[config.mk]
export PLATFORM = sky130hd
export DESIGN_NAME = artnet_receive_classifier_core
export DESIGN_NICKNAME = d
export VERILOG_FILES = /design/src/design/arc_pkg.sv /design/src/design/arc_front.sv /design/src/design/arc_queue.sv /design/src/design/arc_back.sv /design/src/design/artnet_receive_classifier_core.sv
export SDC_FILE = /design/constraint.sdc
export NUM_CORES = 1
export LEC_CHECK = 0
export ABC_AREA = 1
export BUFFER_PORTS_ARGS = -buffer_cell sky130_fd_sc_hd__buf_2
export CAP_MARGIN = 25
export CORE_ASPECT_RATIO = 1.1
export CORE_MARGIN = 2
export CORE_UTILIZATION = 55
export CTS_CLUSTER_SIZE = 8
export DETAILED_ROUTE_END_ITERATION = 8
export PLACE_DENSITY = 0.74
export REMOVE_ABC_BUFFERS = 1
export SETUP_SLACK_MARGIN = 0.5
export SLEW_MARGIN = 20
export SYNTH_ARGS = -nofsm -noshare
export SYNTH_HDL_FRONTEND = slang
export SYNTH_SLANG_ARGS = --single-unit
[constraint.sdc]
create_clock -name clk -period 19.6 [get_ports clk]
set_input_delay 3.92 -clock clk [delete_from_list [all_inputs] [get_ports clk]]
set_output_delay 3.92 -clock clk [all_outputs]
set_load 0.01 [all_outputs]
[src/design/arc_pkg.sv]
// Package for the Art-Net receive classifier: codes, sizes and the result record.
// Used by every module of the design; depends on nothing.
`default_nettype none
package arc_pkg;
	localparam int MAX_PACKET_BYTES = 1024;
	localparam int PEER_SLOTS = 4;
	localparam int CNT_W = $clog2(MAX_PACKET_BYTES + 2);
	localparam int PEER_IDX_W = (PEER_SLOTS > 1) ? $clog2(PEER_SLOTS) : 1;
	localparam int DATA_START = 18;
	localparam int QUEUE_DEPTH = 4;

	localparam logic [1:0] OP_BYTE = 2'd0;
	localparam logic [1:0] OP_CLEAR = 2'd1;
	localparam logic [1:0] OP_READ = 2'd2;
	localparam logic [1:0] OP_NOP = 2'd3;

	localparam logic [1:0] KIND_PAYLOAD = 2'd0;
	localparam logic [1:0] KIND_SUMMARY = 2'd1;
	localparam logic [1:0] KIND_PEER = 2'd2;

	localparam logic [2:0] PT_IGNORED = 3'd0;
	localparam logic [2:0] PT_DMX = 3'd1;
	localparam logic [2:0] PT_POLL = 3'd2;
	localparam logic [2:0] PT_NZS = 3'd3;
	localparam logic [2:0] PT_ADDRESS = 3'd4;
	localparam logic [2:0] PT_IPPROG = 3'd5;
	localparam logic [2:0] PT_POLLREPLY = 3'd6;

	localparam logic [15:0] OPC_DMX = 16'h5000;
	localparam logic [15:0] OPC_POLL = 16'h2000;
	localparam logic [15:0] OPC_NZS = 16'h5100;
	localparam logic [15:0] OPC_ADDRESS = 16'h6000;
	localparam logic [15:0] OPC_IPPROG = 16'hF800;
	localparam logic [15:0] OPC_POLLREPLY = 16'h2100;

	localparam logic [7:0] IPPROG_CMD = 8'h84;
	localparam logic [7:0] LOW7_MASK = 8'h7F;
	localparam logic [7:0] BIT7_MASK = 8'h80;

	localparam logic [2:0] REG_UNIVERSE = 3'd0;
	localparam logic [2:0] REG_DMX_READ = 3'd1;
	localparam logic [2:0] REG_DMX_DELIVER = 3'd2;
	localparam logic [2:0] REG_POLL_REPLY = 3'd3;
	localparam logic [2:0] REG_NZS_ID = 3'd4;
	localparam logic [2:0] REG_PEER_EN = 3'd5;

	typedef struct packed {
		logic [1:0] kind;
		logic [7:0] payload_byte;
		logic [9:0] payload_index;
		logic [2:0] packet_type;
		logic [15:0] universe;
		logic [15:0] data_length;
		logic [7:0] sequence_res;
		logic delivered;
		logic reply_directed;
		logic [31:0] address_value;
		logic [2:0] slot_written;
		logic is_last;
	} result_t;

	// Work handed from the front part to the peer table side.
	typedef struct packed {
		logic has_payload;
		result_t payload;
		logic has_summary;
		result_t summary;
		logic peer_write;
		logic peer_clear;
		logic peer_read;
		logic [1:0] slot;
		logic [31:0] sender;
	} job_t;

	function automatic logic [7:0] art_id(input logic [2:0] i);
		unique case (i)
			3'd0: art_id = 8'h41;
			3'd1: art_id = 8'h72;
			3'd2: art_id = 8'h74;
			3'd3: art_id = 8'h2D;
			3'd4: art_id = 8'h4E;
			3'd5: art_id = 8'h65;
			3'd6: art_id = 8'h74;
			default: art_id = 8'h00;
		endcase
	endfunction
endpackage
`default_nettype wire

[src/design/arc_front.sv]
// Front part: parses packet bytes, keeps header state and forms payload and summary results.
// Depends on arc_pkg.
`default_nettype none
module arc_front
	import arc_pkg::*;
(
	input wire logic clk,
	input wire logic arst_n,
	input wire logic in_valid,
	input wire logic [1:0] op,
	input wire logic [7:0] data_byte,
	input wire logic last_byte,
	input wire logic [31:0] sender_ip,
	input wire logic [1:0] slot,
	input wire logic [14:0] port_universe,
	input wire logic dmx_read_enable,
	input wire logic dmx_deliver_enable,
	input wire logic poll_reply_enable,
	input wire logic [7:0] nzs_select_id,
	input wire logic peer_table_enable,
	output job_t job,
	output logic job_valid
);
	logic [CNT_W-1:0] byte_count_q;
	logic header_ok_q;
	logic [7:0] hdr_q [0:19];
	logic [7:0] addr_q [0:1];
	logic [31:0] sender_q;

	logic first;
	logic [CNT_W-1:0] pos, cnt_next;
	logic ok_n;
	logic [7:0] h [0:19];
	logic [7:0] a [0:1];
	logic [31:0] snd;
	logic [15:0] opc, uni;
	logic dmx_m, nzs_m, fwd, too_short;
	result_t pr, sr;

	assign pos = byte_count_q;
	assign first = (pos == '0);

	always_comb begin
		ok_n = first ? 1'b1 : header_ok_q;
		snd = first ? sender_ip : sender_q;
		for (int i = 0; i < 20; i++) begin
			h[i] = first ? 8'h00 : hdr_q[i];
			if (pos == CNT_W'(i)) h[i] = data_byte;
		end
		for (int i = 0; i < 2; i++) a[i] = first ? 8'h00 : addr_q[i];
		if (pos == CNT_W'(100)) a[0] = data_byte;
		if (pos == CNT_W'(104)) a[1] = data_byte;
		if (pos < CNT_W'(8) && data_byte != art_id(pos[2:0])) ok_n = 1'b0;
	end

	// The opcode value equals bytes 9 and 8 once byte 9 is seen, zero before.
	assign opc = (pos >= CNT_W'(9)) ? {h[9], h[8]} : 16'h0000;
	assign uni = {h[15], h[14]};
	assign dmx_m = ok_n && opc == OPC_DMX && dmx_read_enable && dmx_deliver_enable
		&& uni == {1'b0, port_universe};
	assign nzs_m = ok_n && opc == OPC_NZS && h[13] == nzs_select_id;
	assign fwd = pos >= CNT_W'(DATA_START) && pos < CNT_W'(MAX_PACKET_BYTES)
		&& (dmx_m || nzs_m);
	assign cnt_next = (pos <= CNT_W'(MAX_PACKET_BYTES)) ? pos + 1'b1 : pos;
	assign too_short = cnt_next < CNT_W'(7);

	always_comb begin
		pr = '0;
		pr.kind = KIND_PAYLOAD;
		pr.payload_byte = data_byte;
		pr.payload_index = 10'(pos - CNT_W'(DATA_START));
		pr.delivered = 1'b1;
		pr.is_last = !last_byte;
		sr = '0;
		sr.kind = KIND_SUMMARY;
		sr.is_last = 1'b1;
		if (!(cnt_next > CNT_W'(MAX_PACKET_BYTES) || !ok_n || too_short)) begin
			if ((opc == OPC_DMX && dmx_read_enable) || opc == OPC_NZS) begin
				sr.packet_type = (opc == OPC_DMX) ? PT_DMX : PT_NZS;
				sr.universe = uni;
				sr.data_length = {h[16], h[17]};
				sr.sequence_res = h[12];
				sr.delivered = (opc == OPC_DMX) ? dmx_m : nzs_m;
			end else if (opc == OPC_POLL && poll_reply_enable) begin
				sr.packet_type = PT_POLL;
				sr.reply_directed = snd[31:24] != 8'hFF;
			end else if (opc == OPC_ADDRESS) begin
				if ((a[0] & BIT7_MASK) != 8'h00) begin
					sr.packet_type = PT_ADDRESS;
					sr.universe = {1'b0, h[12][6:0], (a[1] << 4) | (a[0] & LOW7_MASK)};
				end
			end else if (opc == OPC_IPPROG) begin
				if (h[14] == IPPROG_CMD) begin
					sr.packet_type = PT_IPPROG;
					sr.address_value = {h[16], h[17], h[18], h[19]};
				end
			end else if (opc == OPC_POLLREPLY && peer_table_enable) begin
				sr.packet_type = PT_POLLREPLY;
			end
		end
	end

	always_comb begin
		job = '0;
		job.slot = slot;
		job.sender = snd;
		job.payload = pr;
		job.summary = sr;
		job_valid = 1'b0;
		if (in_valid) begin
			unique case (op)
				OP_BYTE: begin
					job.has_payload = fwd;
					job.has_summary = last_byte;
					job.peer_write = last_byte && sr.packet_type == PT_POLLREPLY;
					job_valid = fwd || last_byte;
				end
				OP_CLEAR: begin
					job.peer_clear = 1'b1;
					job_valid = 1'b1;
				end
				OP_READ: begin
					job.peer_read = 1'b1;
					job_valid = 1'b1;
				end
				default: job_valid = 1'b0;
			endcase
		end
	end

	always_ff @(posedge clk or negedge arst_n) begin
		if (!arst_n) begin
			byte_count_q <= '0;
			header_ok_q <= 1'b1;
			sender_q <= '0;
			for (int i = 0; i < 20; i++) hdr_q[i] <= '0;
			addr_q[0] <= '0;
			addr_q[1] <= '0;
		end else if (in_valid && op == OP_BYTE) begin
			byte_count_q <= last_byte ? '0 : cnt_next;
			header_ok_q <= ok_n;
			sender_q <= snd;
			for (int i = 0; i < 20; i++) hdr_q[i] <= h[i];
			addr_q[0] <= a[0];
			addr_q[1] <= a[1];
		end
	end
endmodule
`default_nettype wire

[src/design/arc_queue.sv]
// Short queue of jobs between the front and back parts.
// Depends on arc_pkg.
`default_nettype none
module arc_queue
	import arc_pkg::*;
(
	input wire logic clk,
	input wire logic arst_n,
	input wire logic push,
	input wire job_t push_job,
	output logic full,
	input wire logic pop,
	output job_t pop_job,
	output logic empty
);
	localparam int AW = $clog2(QUEUE_DEPTH);
	job_t mem_q [0:QUEUE_DEPTH-1];
	logic [AW:0] wr_q, rd_q;

	assign empty = wr_q == rd_q;
	assign full = (wr_q[AW] != rd_q[AW]) && (wr_q[AW-1:0] == rd_q[AW-1:0]);
	assign pop_job = mem_q[rd_q[AW-1:0]];

	always_ff @(posedge clk) begin
		if (push) mem_q[wr_q[AW-1:0]] <= push_job;
	end

	always_ff @(posedge clk or negedge arst_n) begin
		if (!arst_n) begin
			wr_q <= '0;
			rd_q <= '0;
		end else begin
			if (push) wr_q <= wr_q + 1'b1;
			if (pop) rd_q <= rd_q + 1'b1;
		end
	end
endmodule
`default_nettype wire

[src/design/arc_back.sv]
// Back part: peer table updates and reads, and emission of up to two results per job.
// Depends on arc_pkg.
`default_nettype none
module arc_back
	import arc_pkg::*;
(
	input wire logic clk,
	input wire logic arst_n,
	input wire logic job_valid,
	input wire job_t job,
	output logic job_pop,
	output logic out_valid,
	input wire logic out_ready,
	output result_t out_res
);
	logic [31:0] peer_q [0:PEER_SLOTS-1];
	logic half_q;
	logic valid_q;
	result_t res_q;

	logic dup;
	logic found;
	logic [PEER_IDX_W-1:0] empty_idx;
	logic load, second;
	result_t nxt;

	always_comb begin
		dup = 1'b0;
		found = 1'b0;
		empty_idx = '0;
		for (int i = 0; i < PEER_SLOTS; i++) begin
			if (peer_q[i] == job.sender) dup = 1'b1;
			if (peer_q[i] == 32'h0 && !dup) begin
				found = 1'b1;
				empty_idx = PEER_IDX_W'(i);
			end
		end
	end

	assign second = job.has_payload && job.has_summary && !half_q;
	assign load = job_valid && (!valid_q || out_ready);
	assign job_pop = load && !second && !job.peer_clear;

	always_comb begin
		nxt = '0;
		if (job.has_payload && !half_q) nxt = job.payload;
		else if (job.has_summary) begin
			nxt = job.summary;
			if (job.peer_write && !dup && found && job.sender != 32'h0)
				nxt.slot_written = 3'(empty_idx) + 3'd1;
		end else begin
			nxt.kind = KIND_PEER;
			nxt.is_last = 1'b1;
			if (32'(job.slot) < 32'(PEER_SLOTS))
				nxt.address_value = peer_q[PEER_IDX_W'(job.slot)];
		end
	end

	assign out_valid = valid_q;
	assign out_res = res_q;

	always_ff @(posedge clk) begin
		if (load) res_q <= nxt;
	end

	always_ff @(posedge clk or negedge arst_n) begin
		if (!arst_n) begin
			valid_q <= 1'b0;
			half_q <= 1'b0;
			for (int i = 0; i < PEER_SLOTS; i++) peer_q[i] <= '0;
		end else begin
			if (out_ready || !valid_q) valid_q <= load && !job.peer_clear;
			if (load) half_q <= second;
			if (load && job.peer_clear) begin
				if (32'(job.slot) < 32'(PEER_SLOTS)) peer_q[PEER_IDX_W'(job.slot)] <= '0;
			end
			if (load && job.peer_write && job.has_summary && !second && !dup && found
				&& job.sender != 32'h0)
				peer_q[empty_idx] <= job.sender;
		end
	end
endmodule
`default_nettype wire

[src/design/artnet_receive_classifier_core.sv]
// Top level of the Art-Net receive classifier.
// Depends on arc_pkg, arc_front, arc_queue and arc_back.
//
// Input stream s_axis: one transaction per item, one byte per cycle, taken while the
// job queue has room. tuser carries op and slot, tlast marks the last packet byte.
// Output stream m_axis carries payload bytes, packet summaries and peer slot reads.
// A packet byte that produces a result reaches m_axis through a four-entry queue
// and an output register.
// Throughput is one item per cycle while the receiver takes results; a final byte that also
// forwards data produces two results, the payload byte first and then the summary.
// When the receiver stalls, the queue fills and s_axis_tready falls after four jobs.
// Clearing a peer slot produces no result; it leaves the queue once the output register is free.
// Reset clears the parser, the queue, the peer table, the configuration and the output valid flag.
// Configuration writes take effect at the next edge; write only while the block is idle.
`default_nettype none
module artnet_receive_classifier_core
	import arc_pkg::*;
(
	input wire logic clk,
	input wire logic arst_n,
	input wire logic s_axis_tvalid,
	output logic s_axis_tready,
	input wire logic [39:0] s_axis_tdata, // data_byte[7:0], sender_ip[39:8]
	input wire logic s_axis_tlast,
	input wire logic [3:0] s_axis_tuser, // op[1:0], slot[3:2]
	output logic m_axis_tvalid,
	input wire logic m_axis_tready,
	output logic [95:0] m_axis_tdata, // payload_byte, payload_index, universe,
	// data_length, sequence_res, delivered, reply_directed, address_value, slot_written
	output logic m_axis_tlast, // is_last
	output logic [4:0] m_axis_tuser, // kind[1:0], packet_type[4:2]
	input wire logic cfg_we,
	input wire logic [2:0] cfg_index,
	input wire logic [14:0] cfg_data
);
	logic [14:0] port_universe_q;
	logic dmx_read_q, dmx_deliver_q, poll_reply_q, peer_en_q;
	logic [7:0] nzs_id_q;
	job_t fj, qj;
	logic fj_valid, full, empty, pop;
	result_t r;

	always_ff @(posedge clk or negedge arst_n) begin
		if (!arst_n) begin
			port_universe_q <= '0;
			dmx_read_q <= 1'b0;
			dmx_deliver_q <= 1'b0;
			poll_reply_q <= 1'b0;
			nzs_id_q <= '0;
			peer_en_q <= 1'b0;
		end else if (cfg_we) begin
			unique case (cfg_index)
				REG_UNIVERSE: port_universe_q <= cfg_data;
				REG_DMX_READ: dmx_read_q <= cfg_data[0];
				REG_DMX_DELIVER: dmx_deliver_q <= cfg_data[0];
				REG_POLL_REPLY: poll_reply_q <= cfg_data[0];
				REG_NZS_ID: nzs_id_q <= cfg_data[7:0];
				REG_PEER_EN: peer_en_q <= cfg_data[0];
				default: ;
			endcase
		end
	end

	assign s_axis_tready = !full;

	arc_front u_front (
		.clk, .arst_n,
		.in_valid(s_axis_tvalid && !full),
		.op(s_axis_tuser[1:0]),
		.data_byte(s_axis_tdata[7:0]),
		.last_byte(s_axis_tlast),
		.sender_ip(s_axis_tdata[39:8]),
		.slot(s_axis_tuser[3:2]),
		.port_universe(port_universe_q),
		.dmx_read_enable(dmx_read_q),
		.dmx_deliver_enable(dmx_deliver_q),
		.poll_reply_enable(poll_reply_q),
		.nzs_select_id(nzs_id_q),
		.peer_table_enable(peer_en_q),
		.job(fj),
		.job_valid(fj_valid)
	);

	arc_queue u_queue (
		.clk, .arst_n,
		.push(fj_valid),
		.push_job(fj),
		.full,
		.pop(pop || (!empty && qj.peer_clear && (!m_axis_tvalid || m_axis_tready))),
		.pop_job(qj),
		.empty
	);

	arc_back u_back (
		.clk, .arst_n,
		.job_valid(!empty),
		.job(qj),
		.job_pop(pop),
		.out_valid(m_axis_tvalid),
		.out_ready(m_axis_tready),
		.out_res(r)
	);

	assign m_axis_tdata = {1'b0, r.slot_written, r.address_value, r.reply_directed,
		r.delivered, r.sequence_res, r.data_length, r.universe, r.payload_index,
		r.payload_byte};
	assign m_axis_tlast = r.is_last;
	assign m_axis_tuser = {r.packet_type, r.kind};
endmodule
`default_nettype wire

# Word level (Yosys, flattened, before mapping)
# Memories as Yosys holds them, arrays and structs flattened.
# Cells that the tools add are included.
# classes
bitwise	5
reduce_logical	77
n_addsub	5
n_lt_le_gt_ge	11
n_eq_ne	44
muxes	90
# ops
cell	count
$mux 32	10
$mux 128	2
$mux 8	22
$and 128x128->128	1
$bwmux 128	1
$demux 32 s2	2
$eq 32x32->1	4
$logic_not 32->1	4
$not 128->128	1
$mux 101	1
$mux 77	1
$eq 11x4->1 const B	6
$bmux 32 s2	1
$mux 63	1
$eq 16x15->1 const B	3
$mux 16	3
$eq 11x5->1 const B	4
$pmux 7 s6	1
$logic_and 1x1->1	41
$mux 19	2
$mux 33	1
$eq 16x14->1 const B	2
$reduce_bool 32->1	1
$mux 25	1
43 further kinds	116
# totals
ramBits	540
mem_count	1
regBits	400
# mem_list
name	depth	width	read_ports	rd_clocked_by_memory_dff	write_ports	line_no	text
u_queue.mem_q	4	135	1	0	1	arc_queue.sv:17	job_t mem_q [0:QUEUE_DEPTH-1];

# Depth between registers and ports, before layout
# depth
ltp_word	17
mapped_depth	25
mapped_depth_nobuf	22

# Cells and area by module
# A second synthesis with hierarchy kept.
# unflattened
hier_cells	6409
area_unflattened_um2	64127.8
# by_module_without_submodules
mod	instances	area_each_um2	cells_per_inst
arc_queue	1	38222.9	2853
arc_back	1	14123.5	1865
arc_front	1	10585.2	1550
artnet_receive_classifier_core	1	1196.1	141

# Least setup slack after synthesis
# No wires, ideal clock.
# synth_timing
kind	input -> register
startpoint	in s_axis_tdata[7]
endpoint	mem u_queue.mem_q[0][0] (netlist name), enable pin
setup_ps	630
arrival_time_ps	10877
path_stages	14
path_slack_ps	8094
path_buffers	1
path_cell_list	inv_1 clkbuf_1 nand3_1 nand2_1 nand3_1 nor2_1 nand4_1 nor2_1 nand2_1 nand2_1 nand2_1 nand2_1 nand2_1 nor2_1
# synth_between
elab_chain_cells	14
word_cells_on_any_way	26
classes_between	5 x eq/ne; 11 x mux; 10 x reduce/logical
# synth_rtl
element	line_no	text
start, declared	artnet_receive_classifier_core.sv:23	input wire logic [39:0] s_axis_tdata,
$mux 8 or $ne 8x7->1 (tied branches)	arc_front.sv:48, arc_front.sv:53	
$mux 16 or $logic_and 1x1->1 (tied branches)	arc_front.sv:57, arc_front.sv:53	
$eq 16x15->1 or $mux 1 (tied branches)	arc_front.sv:59, arc_front.sv:53	
$logic_and 1x1->1 (3 in series)	arc_front.sv:59	assign dmx_m = ok_n && opc == OPC_DMX && dmx_read_enable && dmx_deliver_enable
$logic_and 1x1->1	arc_front.sv:60	&& uni == {1'b0, port_universe};
$logic_or 1x1->1 *	arc_front.sv:63	&& (dmx_m || nzs_m);
$logic_and 1x1->1 *	arc_front.sv:63	
$logic_or 1x1->1 *	arc_front.sv:116	job_valid = fwd || last_byte;
$pmux 1 s2 *	arc_front.sv:111	unique case (op)
$mux 1 *	arc_front.sv:110	if (in_valid) begin
$mux 1 *	arc_queue.sv:25	if (push) mem_q[wr_q[AW-1:0]] <= push_job;
$mux 1 (not written as such) *	arc_queue.sv:25	
end, declared	arc_queue.sv:17	
# Mark *: on every way between the ends. The rest lies on a longest branch, timed or not.

# Worst setup path in the final report
# layout_timing
startpoint	in s_axis_tdata[7]
endpoint	mem u_queue.mem_q[2][99] (netlist name), enable pin
# The elaborated chain is that of the path after synthesis.

==> key figures <==
Critical path
  – Worst setup EP type: flop
  – CP Data Arrival Time: between 8 and 9 ns
  – Cell family with most CP delay: simple AND/OR/NAND/NOR gates
  – Crit path top cell by count: nand2_1
  – Worst-path maximum fanout: 65
  – Crit start category: primary input
  – Slowest CP cell: buf_4
  – Delay of the slowest critical-path stage: around 0.86 ns
  – Critical Path RT: 19.95 ns
  – Setup Crit Path Kind: primary input to flop
  – CP Cell Sequence: buf_2, inv_1, nand2_1, nor2_1, nand2_1, nor2_1, nand3_1, nor2_1, nand2_1, a21oi_1, nand3_1, nor2_1, nand2_1, nand2_1, nand2_1, nand2_1, nand2_1, nor2_4, buf_4, buf_4
  – WP buf/inv: 4

Timing
  – Slew headroom: approximately a quarter
  – Fin crit share: a little over two fifths
  – Clock skew: 0.0442 ns
  – Max frequency: about 120 MHz
  – Slew at the pin with the worst max-slew slack: 1.10 ns
  – Total negative slack: 0 ns
  – Hold Slack: between 0.4 and 0.5 ns
  – Final hold viol count: 0
  – Setup violators final: 0
  – Slew Limit Fails: 0
  – Final min period: around 8.6 ns
  – Setup repair after global routing missed its margin: no

Global routing
  – Initial antenna violation count: 4
  – Gr usage total: between 30% and 40%
  – Vias in the first global route: 33500
  – First-pass GRT wire length: approximately 190 mm
  – Global route overflow: 0
  – Largest net degree at the start of global routing: 135

Synth
  – Post-synth top cells: 1148 x nand2_1, 637 x edfxtp_1, 596 x nor2_1
  – Main synth FF type: edfxtp_1
  – Seq/Total Area, Yosys: slightly below 60%
  – Count of cell types in the netlist: 55
  – Synth area leaders: edfxtp_1 43%, dfrtp_1 17%, nand2_1 9.7%
  – Cell area after synthesis: about 45000 µm²
  – Async set-reset flop share out of synthesis: between 30% and 40%
  – Cell taking the most area after synthesis: edfxtp_1
  – Synth top area share: a little over two fifths
  – Seq cells post-synth: approximately 940
  – EDFF count, synth: roughly 640
  – Synthesized instance count: roughly 4800
  – Most numerous cell in the Yosys netlist: nand2_1
  – Avg Cell Area, Syn: between 9 and 10 µm²
  – Syn. warnings: 0

Clock network
  – # Post-CTS Setup Buffers: 0
  – CTS Sinks: around 940
  – CTS clk-pin slew, worst paths: ~0.050 ns
  – TritonCTS clock tree: done
  – Clk buf depth: 3
  – Clock latency on the worst-skew pair: 0.75 ns
  – Post-CTS Hold Buffers: 0
  – CTS root buf: clkbuf_16
  – CTS buffer count: 135
  – H-tree levels: 4
  – PostCTS Resize Cnt: 0

Die
  – Die area: about 83000 µm²
  – IO Pins: 172
  – Die width: 275 µm
  – Core area: 80300 µm²
  – Die Ht: a little over 300 µm
  – Starting Density: ~55%
  – Rows: roughly 110

Power
  – Peak VDD IR: ~1.0 mV
  – P_leak: approximately 20 nW
  – PD cells: 194 nW/µm²

Finish
  – Layout cells sized above 1: between 10% and 20%
  – Post-layout nets: roughly 5000
  – Synth-to-layout area growth: 12.3%

Placement
  – Placer Congestion: 0.968
  – Number of port buffers: between 150 and 200
  – Post-DP HPWL: ~80 mm

Drt
  – DRT Wirelength: ~130 mm
  – First-pass DRT Iterations: 6
  – WL per Instance: 20.9 µm
  – Drt initial violations: between 3000 and 4000
  – Vias: about 35000
  – Drt drc: 0
  – Via density: between 5 and 6
  – DRT antenna net count: 0

Run status
  – Outcome: finished, final reports clean

Min path
  – Hold crit path type: flop to flop

Run
  – # Max-Cap Violations: 0
## metrics by stage
step | area [µm²] | cells | utilization, % | total power [mW] | setup WS (ns)
after CTS | 49900 | 6030 | 62.2 | 9.53 | 11.08
after global placement | 45900 | 5792 | 57.1 | 7.23 | 10.36
final | 50000 | 6035 | 62.3 | 9.70 | 11.05
after floorplan | 43200 | 4525 | - | 5.72 | 5.52
after global routing | 50000 | 6034 | 62.3 | 10.3 | 10.69
after detailed placement | 45900 | 5792 | 57.1 | 7.31 | 10.31
## placed cells by master, fill, tap and decap left out, drive strengths merged, types with 3 or more instances in the layout
cell type | netlist | routed
nand2 | 1193 | 1193
nor2 | 640 | 640
edfxtp | 637 | 637
o21ai | 551 | 551
inv | 362 | 366
nand3 | 337 | 337
dfrtp | 298 | 298
clkbuf | 162 | 223
buf | 105 | 217
nand4 | 100 | 100
a21oi | 84 | 84
o22ai | 82 | 82
xor2 | 70 | 70
nor4 | 34 | 34
a221oi | 32 | 32
o21bai | 32 | 32
ha | 22 | 22
nor3 | 15 | 15
clkinv | 3 | 13
o211ai | 7 | 7
nand3b | 6 | 6
or2 | 3 | 3
## power breakdown
| group | switching (mW) | internal [mW] |
|---|---|---|
| clock network | 0.888 | 1.32 |
| logic | 3.44 | 1.12 |
| registers | 0.221 | 2.71 |
## flip-flops by register name, summed over array words and instances, names as in the netlist, 8 cells and up
signal,count
u_queue.mem_q,536
u_back.out_res,101
u_front.byte_count_q,11
u_front.addr_q,12
u_front.hdr_q,80
port_universe_q,15
u_back.peer_q,128
u_front.sender_q,32
nzs_id_q,8
## tightest hold or removal path, stage by stage, from the launching register on
cell	delay (ns)
dfrtp_1	0.34
nand2_1	0.05
nand2_1	0.05
## routing by layer
layer,routed length (µm),global-route usage [%],up-vias
met5,0,0,-
met4,5220,13.2,0
met3,9710,5.20,340
met2,61200,49.8,1594
met1,49900,39.3,17000
li1,-,-,16400
## cell families (layout without fill, tap and decap cells)
logic type      after synthesis  after routing  share of synthesized area, %
compound gates              798            798                          9.93
xor+xnor                     72             72                          1.41
fa+ha+maj                    22             22                         0.618
buf+inv                     632            820                          6.08
flops                       936            936                          59.7
mux                           1              1                        0.0253
other cells                   1              2                       0.00841
simple gates               2330           2330                          22.2
## worst paths after layout
check                                        start  slack [ns]                   end  cells past startpoint
setup reg to reg           u_front.byte_count_q[0]       12.65  u_queue.mem_q[2][99]                     22
setup / recovery                   s_axis_tdata[7]       11.05  u_queue.mem_q[2][99]                     20
hold reg to reg                  u_front.hdr_q[39]        0.47     u_front.hdr_q[39]                      2
hold / removal                   u_front.hdr_q[39]        0.47     u_front.hdr_q[39]                      2
max in group asynchronous                   arst_n       14.01     u_back.peer_q[10]                      3
min in group asynchronous                   arst_n        3.24    port_universe_q[9]                      1
## area by class of cell
type | instances | area (µm²)
flip-flops and latches | 936 | 26600
diodes | 1 | 2.50
repair buffers | 217 | 1300
fillers | 6428 | 30300
clock buffers | 223 | 3740
clock inverters | 15 | 335
well taps | 1054 | 1320
multi-input cells | 3224 | 15300
inverters | 365 | 1390
Note: power is estimated with default switching activity, not from simulation.
